<file path="config.mk">
export PLATFORM = sky130hd
export DESIGN_NAME = tgb_ctrl
export DESIGN_NICKNAME = d
export VERILOG_FILES = /design/src/hw/rtl/tgb_pkg.sv /design/src/hw/rtl/tgb_ctrl.sv
export SDC_FILE = /design/constraint.sdc
export NUM_CORES = 1
export LEC_CHECK = 0
export BUFFER_PORTS_ARGS = -buffer_cell sky130_fd_sc_hd__buf_4
export CAP_MARGIN = 20
export CORE_AREA = 8 8 45 47
export DETAILED_ROUTE_END_ITERATION = 12
export DIE_AREA = 0 0 53 55
export PLACE_DENSITY_LB_ADDON = 0.15
export SETUP_SLACK_MARGIN = 0.5
export SYNTH_ARGS = -nofsm -noshare
export SYNTH_HDL_FRONTEND = slang
export SYNTH_SLANG_ARGS = --single-unit
</file>
<file path="constraint.sdc">
create_clock -name i_clk -period 4.6 [get_ports i_clk]
set_input_delay 0.46 -clock i_clk [delete_from_list [all_inputs] [get_ports i_clk]]
set_output_delay 0.46 -clock i_clk [all_outputs]
set_load 0.005 [all_outputs]
</file>
<file path="src/hw/rtl/tgb_pkg.sv">
// ----------------------------------------------------------------------------
// tgb_pkg
// Shared constants, types and controller/datapath signal groups for the text
// grid buffer.
// ----------------------------------------------------------------------------
package tgb_pkg;

    // Default grid size.
    localparam int COLS_DEF = 80;
    localparam int ROWS_DEF = 32;

    // Fixed field widths.
    localparam int CH_W  = 8;   // character
    localparam int POS_W = 8;   // column and row
    localparam int OFS_W = 9;   // signed scroll offsets
    localparam int SP_W  = 10;  // signed source position during a scroll

    // Operation codes carried with each input word.
    typedef enum logic [1:0] {
        MODE_WRITE  = 2'd0,
        MODE_READ   = 2'd1,
        MODE_CLEAR  = 2'd2,
        MODE_SCROLL = 2'd3
    } t_mode;

    // Commands from the controller to the datapath.
    typedef struct packed {
        logic latch;        // capture the accepted input word
        logic exec;         // decode and start the latched operation
        logic clear_step;   // write one cell of a clear sweep
        logic scroll_step;  // move one cell of a scroll sweep
        logic drain;        // commit the last pending scroll write
        logic load;         // load the result register
    } t_dp_cmd;

    // Status from the datapath to the controller.
    typedef struct packed {
        t_mode mode;        // latched operation
        logic  last;        // sweep is at its final cell
        logic  out_free;    // result register can take a new word
    } t_dp_sts;

endpackage

</file>
<file path="src/hw/rtl/tgb_ctrl.sv">
// ----------------------------------------------------------------------------
// tgb_ctrl
// Controller state machine: accepts one word at a time, sequences the clear
// and scroll sweeps, and hands the result to the output register.
// ----------------------------------------------------------------------------
module tgb_ctrl (
    input  logic             i_clk,
    input  logic             i_rst_n,
    input  logic             i_in_valid,
    output logic             o_in_ready,
    input  tgb_pkg::t_dp_sts i_sts,
    output tgb_pkg::t_dp_cmd o_cmd
);

    import tgb_pkg::*;

    typedef enum logic [5:0] {
        ST_IDLE   = 6'b000001,
        ST_EXEC   = 6'b000010,
        ST_CLEAR  = 6'b000100,
        ST_SCROLL = 6'b001000,
        ST_DRAIN  = 6'b010000,
        ST_FINISH = 6'b100000
    } t_state;

    t_state r_state;
    t_state n_state;

    // Next state and command decode.
    always_comb begin
        n_state = r_state;
        o_cmd   = '0;
        unique case (r_state)
            ST_IDLE: begin
                if (i_in_valid) begin
                    o_cmd.latch = 1'b1;
                    n_state     = ST_EXEC;
                end
            end
            ST_EXEC: begin
                o_cmd.exec = 1'b1;
                case (i_sts.mode)
                    MODE_CLEAR:  n_state = ST_CLEAR;
                    MODE_SCROLL: n_state = ST_SCROLL;
                    default:     n_state = ST_FINISH;
                endcase
            end
            ST_CLEAR: begin
                o_cmd.clear_step = 1'b1;
                if (i_sts.last) begin
                    n_state = ST_FINISH;
                end
            end
            ST_SCROLL: begin
                o_cmd.scroll_step = 1'b1;
                if (i_sts.last) begin
                    n_state = ST_DRAIN;
                end
            end
            ST_DRAIN: begin
                o_cmd.drain = 1'b1;
                n_state     = ST_FINISH;
            end
            ST_FINISH: begin
                if (i_sts.out_free) begin
                    o_cmd.load = 1'b1;
                    n_state    = ST_IDLE;
                end
            end
            default: n_state = ST_IDLE;
        endcase
    end

    // State register.
    always_ff @(posedge i_clk) begin
        if (!i_rst_n) begin
            r_state <= ST_IDLE;
        end else begin
            r_state <= n_state;
        end
    end

    assign o_in_ready = (r_state == ST_IDLE);

endmodule

</file>
* After elaboration in Yosys (flattened, before gate mapping)
Cells that the tools add are included.
** Cells by class
- Equal/unequal tests :: 12
- Multiplexer cells :: 14
- Reduce and logical (&&, ||, !) cells :: 1
** Operators by type and width (number)
- $pmux W6 S6 :: 1
- $mux W6 :: 4
- $pmux W6 S2 :: 1
- $mux W1 :: 8
- $ne A2 B2 Y1 const B :: 4
- $eq A6 B1 Y1 const B :: 1
- $eq A6 B2 Y1 const B :: 1
- $eq A6 B3 Y1 const B :: 1
- $eq A6 B4 Y1 const B :: 1
- $eq A6 B5 Y1 const B :: 1
- $eq A6 B6 Y1 const B :: 1
- $eq A2 B2 Y1 const B :: 2
- $reduce_and A4 Y1 :: 1
** Word-level totals
- Register bits after elaboration :: 6
- Word-level logic and storage cells :: 28
- Input bits :: 7

* Logic depth before layout (Yosys ltp)
Gate-level depths: netlist (run 1).
- Word-level depth :: 3
- Depth in mapped cells :: 5

* Worst setup path after synthesis (run 1)
Ideal clock, no wire load.
- Path kind :: register to output
- Start :: register r_state[2]
- End :: output o_cmd[5] (netlist bit)
- Data arrival time :: 1379 ps
- Stages on the path, launching flop included :: 5
- Buffers on the path :: 1
- Path slack :: 2761 ps
- Required time :: 4140 ps
- Cell sequence :: dfxtp_1 buf_6 or4_4 nor3b_2 and2_2
** RTL lines
- start: declaration :: line tgb_ctrl.sv:26 : t_state r_state;
- start signal: assignment :: line tgb_ctrl.sv:79 : r_state <= n_state;
- end: declaration :: line tgb_ctrl.sv:12 : output tgb_pkg::t_dp_cmd o_cmd

==> results.py, run 1 <==
metrics = {
    "place": {
        "dp_cells": 67,
        "io_buffers": 13,
        "gp_routability_congestion": 0.689,
        "dp_hpwl_um": 774,
    },
    "routing": {
        "vias": 363,
        "firstDrtPassIters": 4,
        "vias_per_cell": 5.19,
        "routed_wl_um": 917,
        "drt_first_iter_violations": 2,
        "ant_nets": 0,
        "wl_per_cell_um": 13.1,
        "drc": 0,
    },
    "power": {
        "powerDensity_nw_per_um2": 331,
        "power.total_mw": 0.175,
        "power_leakage_nw": 0.252,
        "peakVddDrop_mv": 0.139,
    },
    "critical_path": {
        "crit_required_ns": 4.14,
        "crit_arrival_ns": 1.74,
        "start_kind": "register",
        "ff2ff_path_depth": 4,
        "cp.depth": 4,
        "worstSetupPathType": "reg2out",
        "path_cells": "or4_4 -> nor3b_2 -> and2_2 -> buf_4",
        "crit_family": "simple AND/OR/NAND/NOR gates",
        "slowest_stage": "or4_4",
        "critPathMaxFanout": 6,
        "path_buf_inv": 1,
        "cp_slowest_stage_delay_ns": 0.59,
        "cp-end-kind": "output pin",
    },
    "layout": {
        "top_regs": "r_state x6",
        "antenna_cells": 0,
        "final_common_cell": "buf_4",
        "registers.top_by_ff_count": "r_state",
        "final_cell_mix": "13 x buf_4, 6 x dfxtp_1, 4 x nor3b_2",
        "fin_cells": 70,
        "areaGrowthSynthToFinish_pct": 32.2,
        "drive_gt1_frac": 0.463,
        "nets": 63,
        "largest_reg_flops": 6,
    },
    "clocking": {
        "ctsHoldBuffers": 0,
        "cts_buffer_depth": 2,
        "cts_resized": 0,
        "clock-root-buffer": "clkbuf_4",
        "cts_made_buffers": 3,
        "clock_latency_ns": 0.24,
        "htreeDepth": 1,
        "postCtsSetupRepairBufs": 0,
        "cts.sinks": 6,
        "cts_tree": "built",
        "clkTransAtPathRegs_ns": 0.04,
    },
    "synth": {
        "synth_cells": 39,
        "yosys.area.top_type": "dfxtp_1",
        "ys_ff_latch": 6,
        "synth_warnings": 0,
        "avgSynthCellArea_um2": 10.3,
        "synth_seq_area_share": 0.300,
        "synth_area_um2": 400,
        "yosys_most_used_dff": "dfxtp_1",
        "async_reset_ff_frac": 0,
        "yosysUniqueCellTypes": 26,
        "synth_top_area_frac": 0.300,
        "synth-edff-count": 0,
        "synth.net_count": 46,
        "synth_area_leaders": "dfxtp_1 30%, nor3b_2 13%, nor4b_4 5.9%",
    },
    "outcome": {
        "outcome": "complete, no violations",
    },
    "global_routing": {
        "grt_busiest_layer": "met2",
        "overflow": 0,
        "first_global_vias": 348,
        "grtUsageMet3": 0.0267,
        "antenna_found_initial": 0,
        "grt_usage": 0.0711,
        "grt_util_met1": 0.0838,
        "grt_max_degree": 8,
        "met2_usage": 0.104,
        "grt_pass1_wl_um": 1550,
    },
    "sta": {
        "finalClockSkew_ns": 0.00387,
        "max_freq_ghz": 0.454,
        "tightest_slew_ns": 0.461,
        "drv_slew": 0,
        "setup_viol": 0,
        "hold_viol": 0,
        "finalCriticalPeriod_ns": 2.20,
        "rsz0062_at_grt": "false",
        "max_slew_margin": 0.690,
        "period_share": 0.479,
        "setup-tns-final_ns": 0,
        "holdWs_ns": 0.485,
    },
    "min_path": {
        "hold_depth": 2,
        "min_path_type": "in2reg",
    },
    "die": {
        "num_io_pins": 14,
        "fp.dieW_um": 53,
        "die_h_um": 55,
        "coreArea_um2": 1380,
        "rows": 14,
        "design.die.area_um2": 2920,
        "initial_core_util": 0.289,
    },
    "run": {
        "cap_violations": 0,
    },
}
==> worst reg2reg max path, cell delays in order (launching register included) <==
cell and delay [ns]:
dfxtp_1 0.37, or4_4 0.59, nor3_1 0.29, nor3_1 0.16, a211o_1 0.27
==> report_power, final <==
group	switching (mW)	internal (mW)	leakage [nW]
combinational	0.0260	0.0366	0.189
sequential	0.00808	0.0572	0.0489
clock	0.0179	0.0294	0.0138
==> cells by family after synthesis <==
logic type	Yosys count	share of synthesized area
XOR/XNOR	2	0.0438
buffers and inverters	3	0.0469
flip-flops	6	0.300
AO/OA/AOI/OAI	7	0.144
AND/OR/NAND/NOR	21	0.466
==> stage by stage <==
| stage | util | instance area [um2] | setup slack [ns] |
|---|---|---|---|
| final | 0.382 | 529 | 2.40 |
| after global routing | 0.382 | 529 | 2.30 |
| after floorplan | - | 400 | 2.76 |
| after detailed placement | 0.366 | 507 | 2.66 |
| after CTS | 0.382 | 529 | 2.39 |
| after global placement | 0.366 | 507 | 2.65 |
==> synthesized netlist by cell type, types with 2 or more instances <==
master,instances
nor3b_2,4
or4_4,2
and3_1,2
nor3_1,2
nor4_1,2
inv_1,2
dfxtp_1,6
==> cell type report <==
class	instances	area, um2
clock buffers	3	22.5
fillers	142	855
inverters	2	7.51
multi-input cells	30	262
flip-flops and latches	6	120
well taps	16	20.0
repair buffers	13	97.6
==> final timing paths <==
path | from | endpoint | slack, ns
worst min register to register | r_state[2] | r_state[2] | 0.57
worst min-delay path | i_rst_n | r_state[5] | 0.48
worst max-delay path | r_state[5] | o_cmd[5] | 2.40
worst max register to register | r_state[4] | r_state[0] | 2.81
==> metal layers <==
| metal | routed length, um | vias to the layer above | part of all wire |
|---|---|---|---|
| met5 | 0 | - | 0 |
| met4 | 19 | 0 | 0.021 |
| met3 | 69 | 2 | 0.075 |
| met2 | 418 | 8 | 0.46 |
| met1 | 409 | 168 | 0.45 |
| li1 | - | 185 | - |
(Power assumes the default switching activity.)
==> run 2, diff against run 1 <==
Clock period 4.6 ns to 2.15 ns, I/O delays scaled along.
==> results.py, run 2 (synthesis gave the netlist of run 1 again) <==
metrics = {
    "sta": {
        "drv_slew": 0,
        "finalCriticalPeriod_ns": 1.80,
        "setup-tns-final_ns": 0,
        "finalClockSkew_ns": 0.00236,
        "holdWs_ns": 0.248,
        "max_freq_ghz": 0.555,
        "max_slew_margin": 0.774,
        "rsz0062_at_grt": "true",
        "hold_viol": 0,
        "tightest_slew_ns": 0.338,
        "period_share": 0.838,
        "setup_viol": 0,
    },
    "place": {
        "io_buffers": 13,
        "gp_routability_congestion": 0.692,
        "dp_cells": 68,
        "dp_hpwl_um": 819,
    },
    "routing": {
        "firstDrtPassIters": 4,
        "ant_nets": 0,
        "drc": 0,
        "wl_per_cell_um": 15.1,
        "routed_wl_um": 1210,
        "drt_first_iter_violations": 4,
        "vias": 415,
        "vias_per_cell": 5.19,
    },
    "global_routing": {
        "grtUsageMet3": 0.0321,
        "grt_util_met1": 0.0989,
        "first_global_vias": 410,
        "met2_usage": 0.131,
        "antenna_found_initial": 0,
        "overflow": 0,
        "grt_usage": 0.0837,
        "grt_busiest_layer": "met2",
        "grt_pass1_wl_um": 1840,
        "grt_max_degree": 8,
    },
    "critical_path": {
        "path_cells": "or4_4 -> nor3b_4 -> and2_4 -> buf_6",
        "slowest_stage": "or4_4",
        "crit_arrival_ns": 1.59,
        "crit_required_ns": 1.93,
        "worstSetupPathType": "reg2out",
        "path_buf_inv": 1,
        "cp_slowest_stage_delay_ns": 0.59,
        "cp-end-kind": "output pin",
        "start_kind": "register",
        "crit_family": "simple AND/OR/NAND/NOR gates",
        "critPathMaxFanout": 3,
    },
    "die": {
        "rows": 14,
        "initial_core_util": 0.289,
        "coreArea_um2": 1380,
        "fp.dieW_um": 53,
        "num_io_pins": 14,
        "die_h_um": 55,
        "design.die.area_um2": 2920,
    },
    "clocking": {
        "clock-root-buffer": "clkbuf_4",
        "cts_tree": "built",
        "clkTransAtPathRegs_ns": 0.04,
        "cts_buffer_depth": 2,
        "cts_made_buffers": 3,
        "htreeDepth": 1,
        "cts.sinks": 6,
        "clock_latency_ns": 0.24,
        "ctsHoldBuffers": 0,
    },
    "layout": {
        "antenna_cells": 0,
        "final_common_cell": "buf_4",
        "largest_reg_flops": 6,
        "nets": 73,
        "drive_gt1_frac": 0.719,
        "seq_area_um2": 130,
        "top_regs": "r_state x6",
        "final_cell_mix": "20 x buf_4, 5 x dfxtp_2, 4 x nor3b_4",
        "fill_cells": 143,
        "multi_input_area_um2": 335,
        "fin_cells": 80,
        "areaGrowthSynthToFinish_pct": 74.7,
        "registers.top_by_ff_count": "r_state",
    },
    "run": {
        "cap_violations": 0,
    },
    "outcome": {
        "outcome": "complete, no violations",
    },
    "power": {
        "powerDensity_nw_per_um2": 682,
        "power_leakage_nw": 0.331,
        "peakVddDrop_mv": 0.382,
    },
    "min_path": {
        "min_path_type": "in2reg",
    },
}
[run 2: cell types whose count changed in the layout (fill, tap and decap cells not counted), moves of 2 or more]
cell and delta:
nor3_4 +2, dfxtp_2 +5, nor3b_4 +4, nor3b_2 -4, buf_6 +3, dfxtp_1 -6
buf_4 +7, nor3_1 -2
[run 2: cell type report]
| cell class | count | area share |
|---|---|---|
| timing repair buffer | 23 | 0.263 |
| multi-input combinational | 30 | 0.479 |
| sequential | 6 | 0.186 |
| inverter | 2 | 0.0107 |
| tap | 16 | 0.0286 |
| clock buffer | 3 | 0.0322 |
[run 2: final timing paths]
path	start	to	slack (ns)	cells past startpoint
max	r_state[2]	o_cmd[5]	0.35	4
min	i_rst_n	r_state[5]	0.25	2
max reg2reg	r_state[2]	r_state[0]	0.39	6
min reg2reg	r_state[3]	r_state[3]	0.57	2
[run 2: metrics by stage]
stage / power [mW] / setup slack [ns] / instance area [um2] / util
final: 0.477 / 0.348 / 699 / 0.505
after global routing: 0.505 / 0.293 / 699 / 0.505
after detailed placement: 0.289 / 0.315 / 526 / 0.380
after global placement: 0.290 / 0.338 / 526 / 0.380
after CTS: 0.467 / 0.329 / 663 / 0.479
after floorplan: 0.239 / 0.478 / 412 / -
[run 2: power by group]
| group | total [mW] | switching (mW) | internal (mW) |
|---|---|---|---|
| logic | 0.227 | 0.0868 | 0.140 |
| registers | 0.146 | 0.0223 | 0.124 |
| clock network | 0.104 | 0.0412 | 0.0632 |
| total | 0.477 | 0.150 | 0.327 |
[run 2: per-layer routing]
metal	wire length [um]	vias up
met5	0	-
met4	17	0
met3	57	2
met2	590	9
met1	543	195
li1	-	209
[run 2: repair_timing]
action                     in CTS  in global routing
resized for setup              16                  6
setup buffers                   7                  2
pin swaps                       5                  5
setup endpoints to repair      12                 12
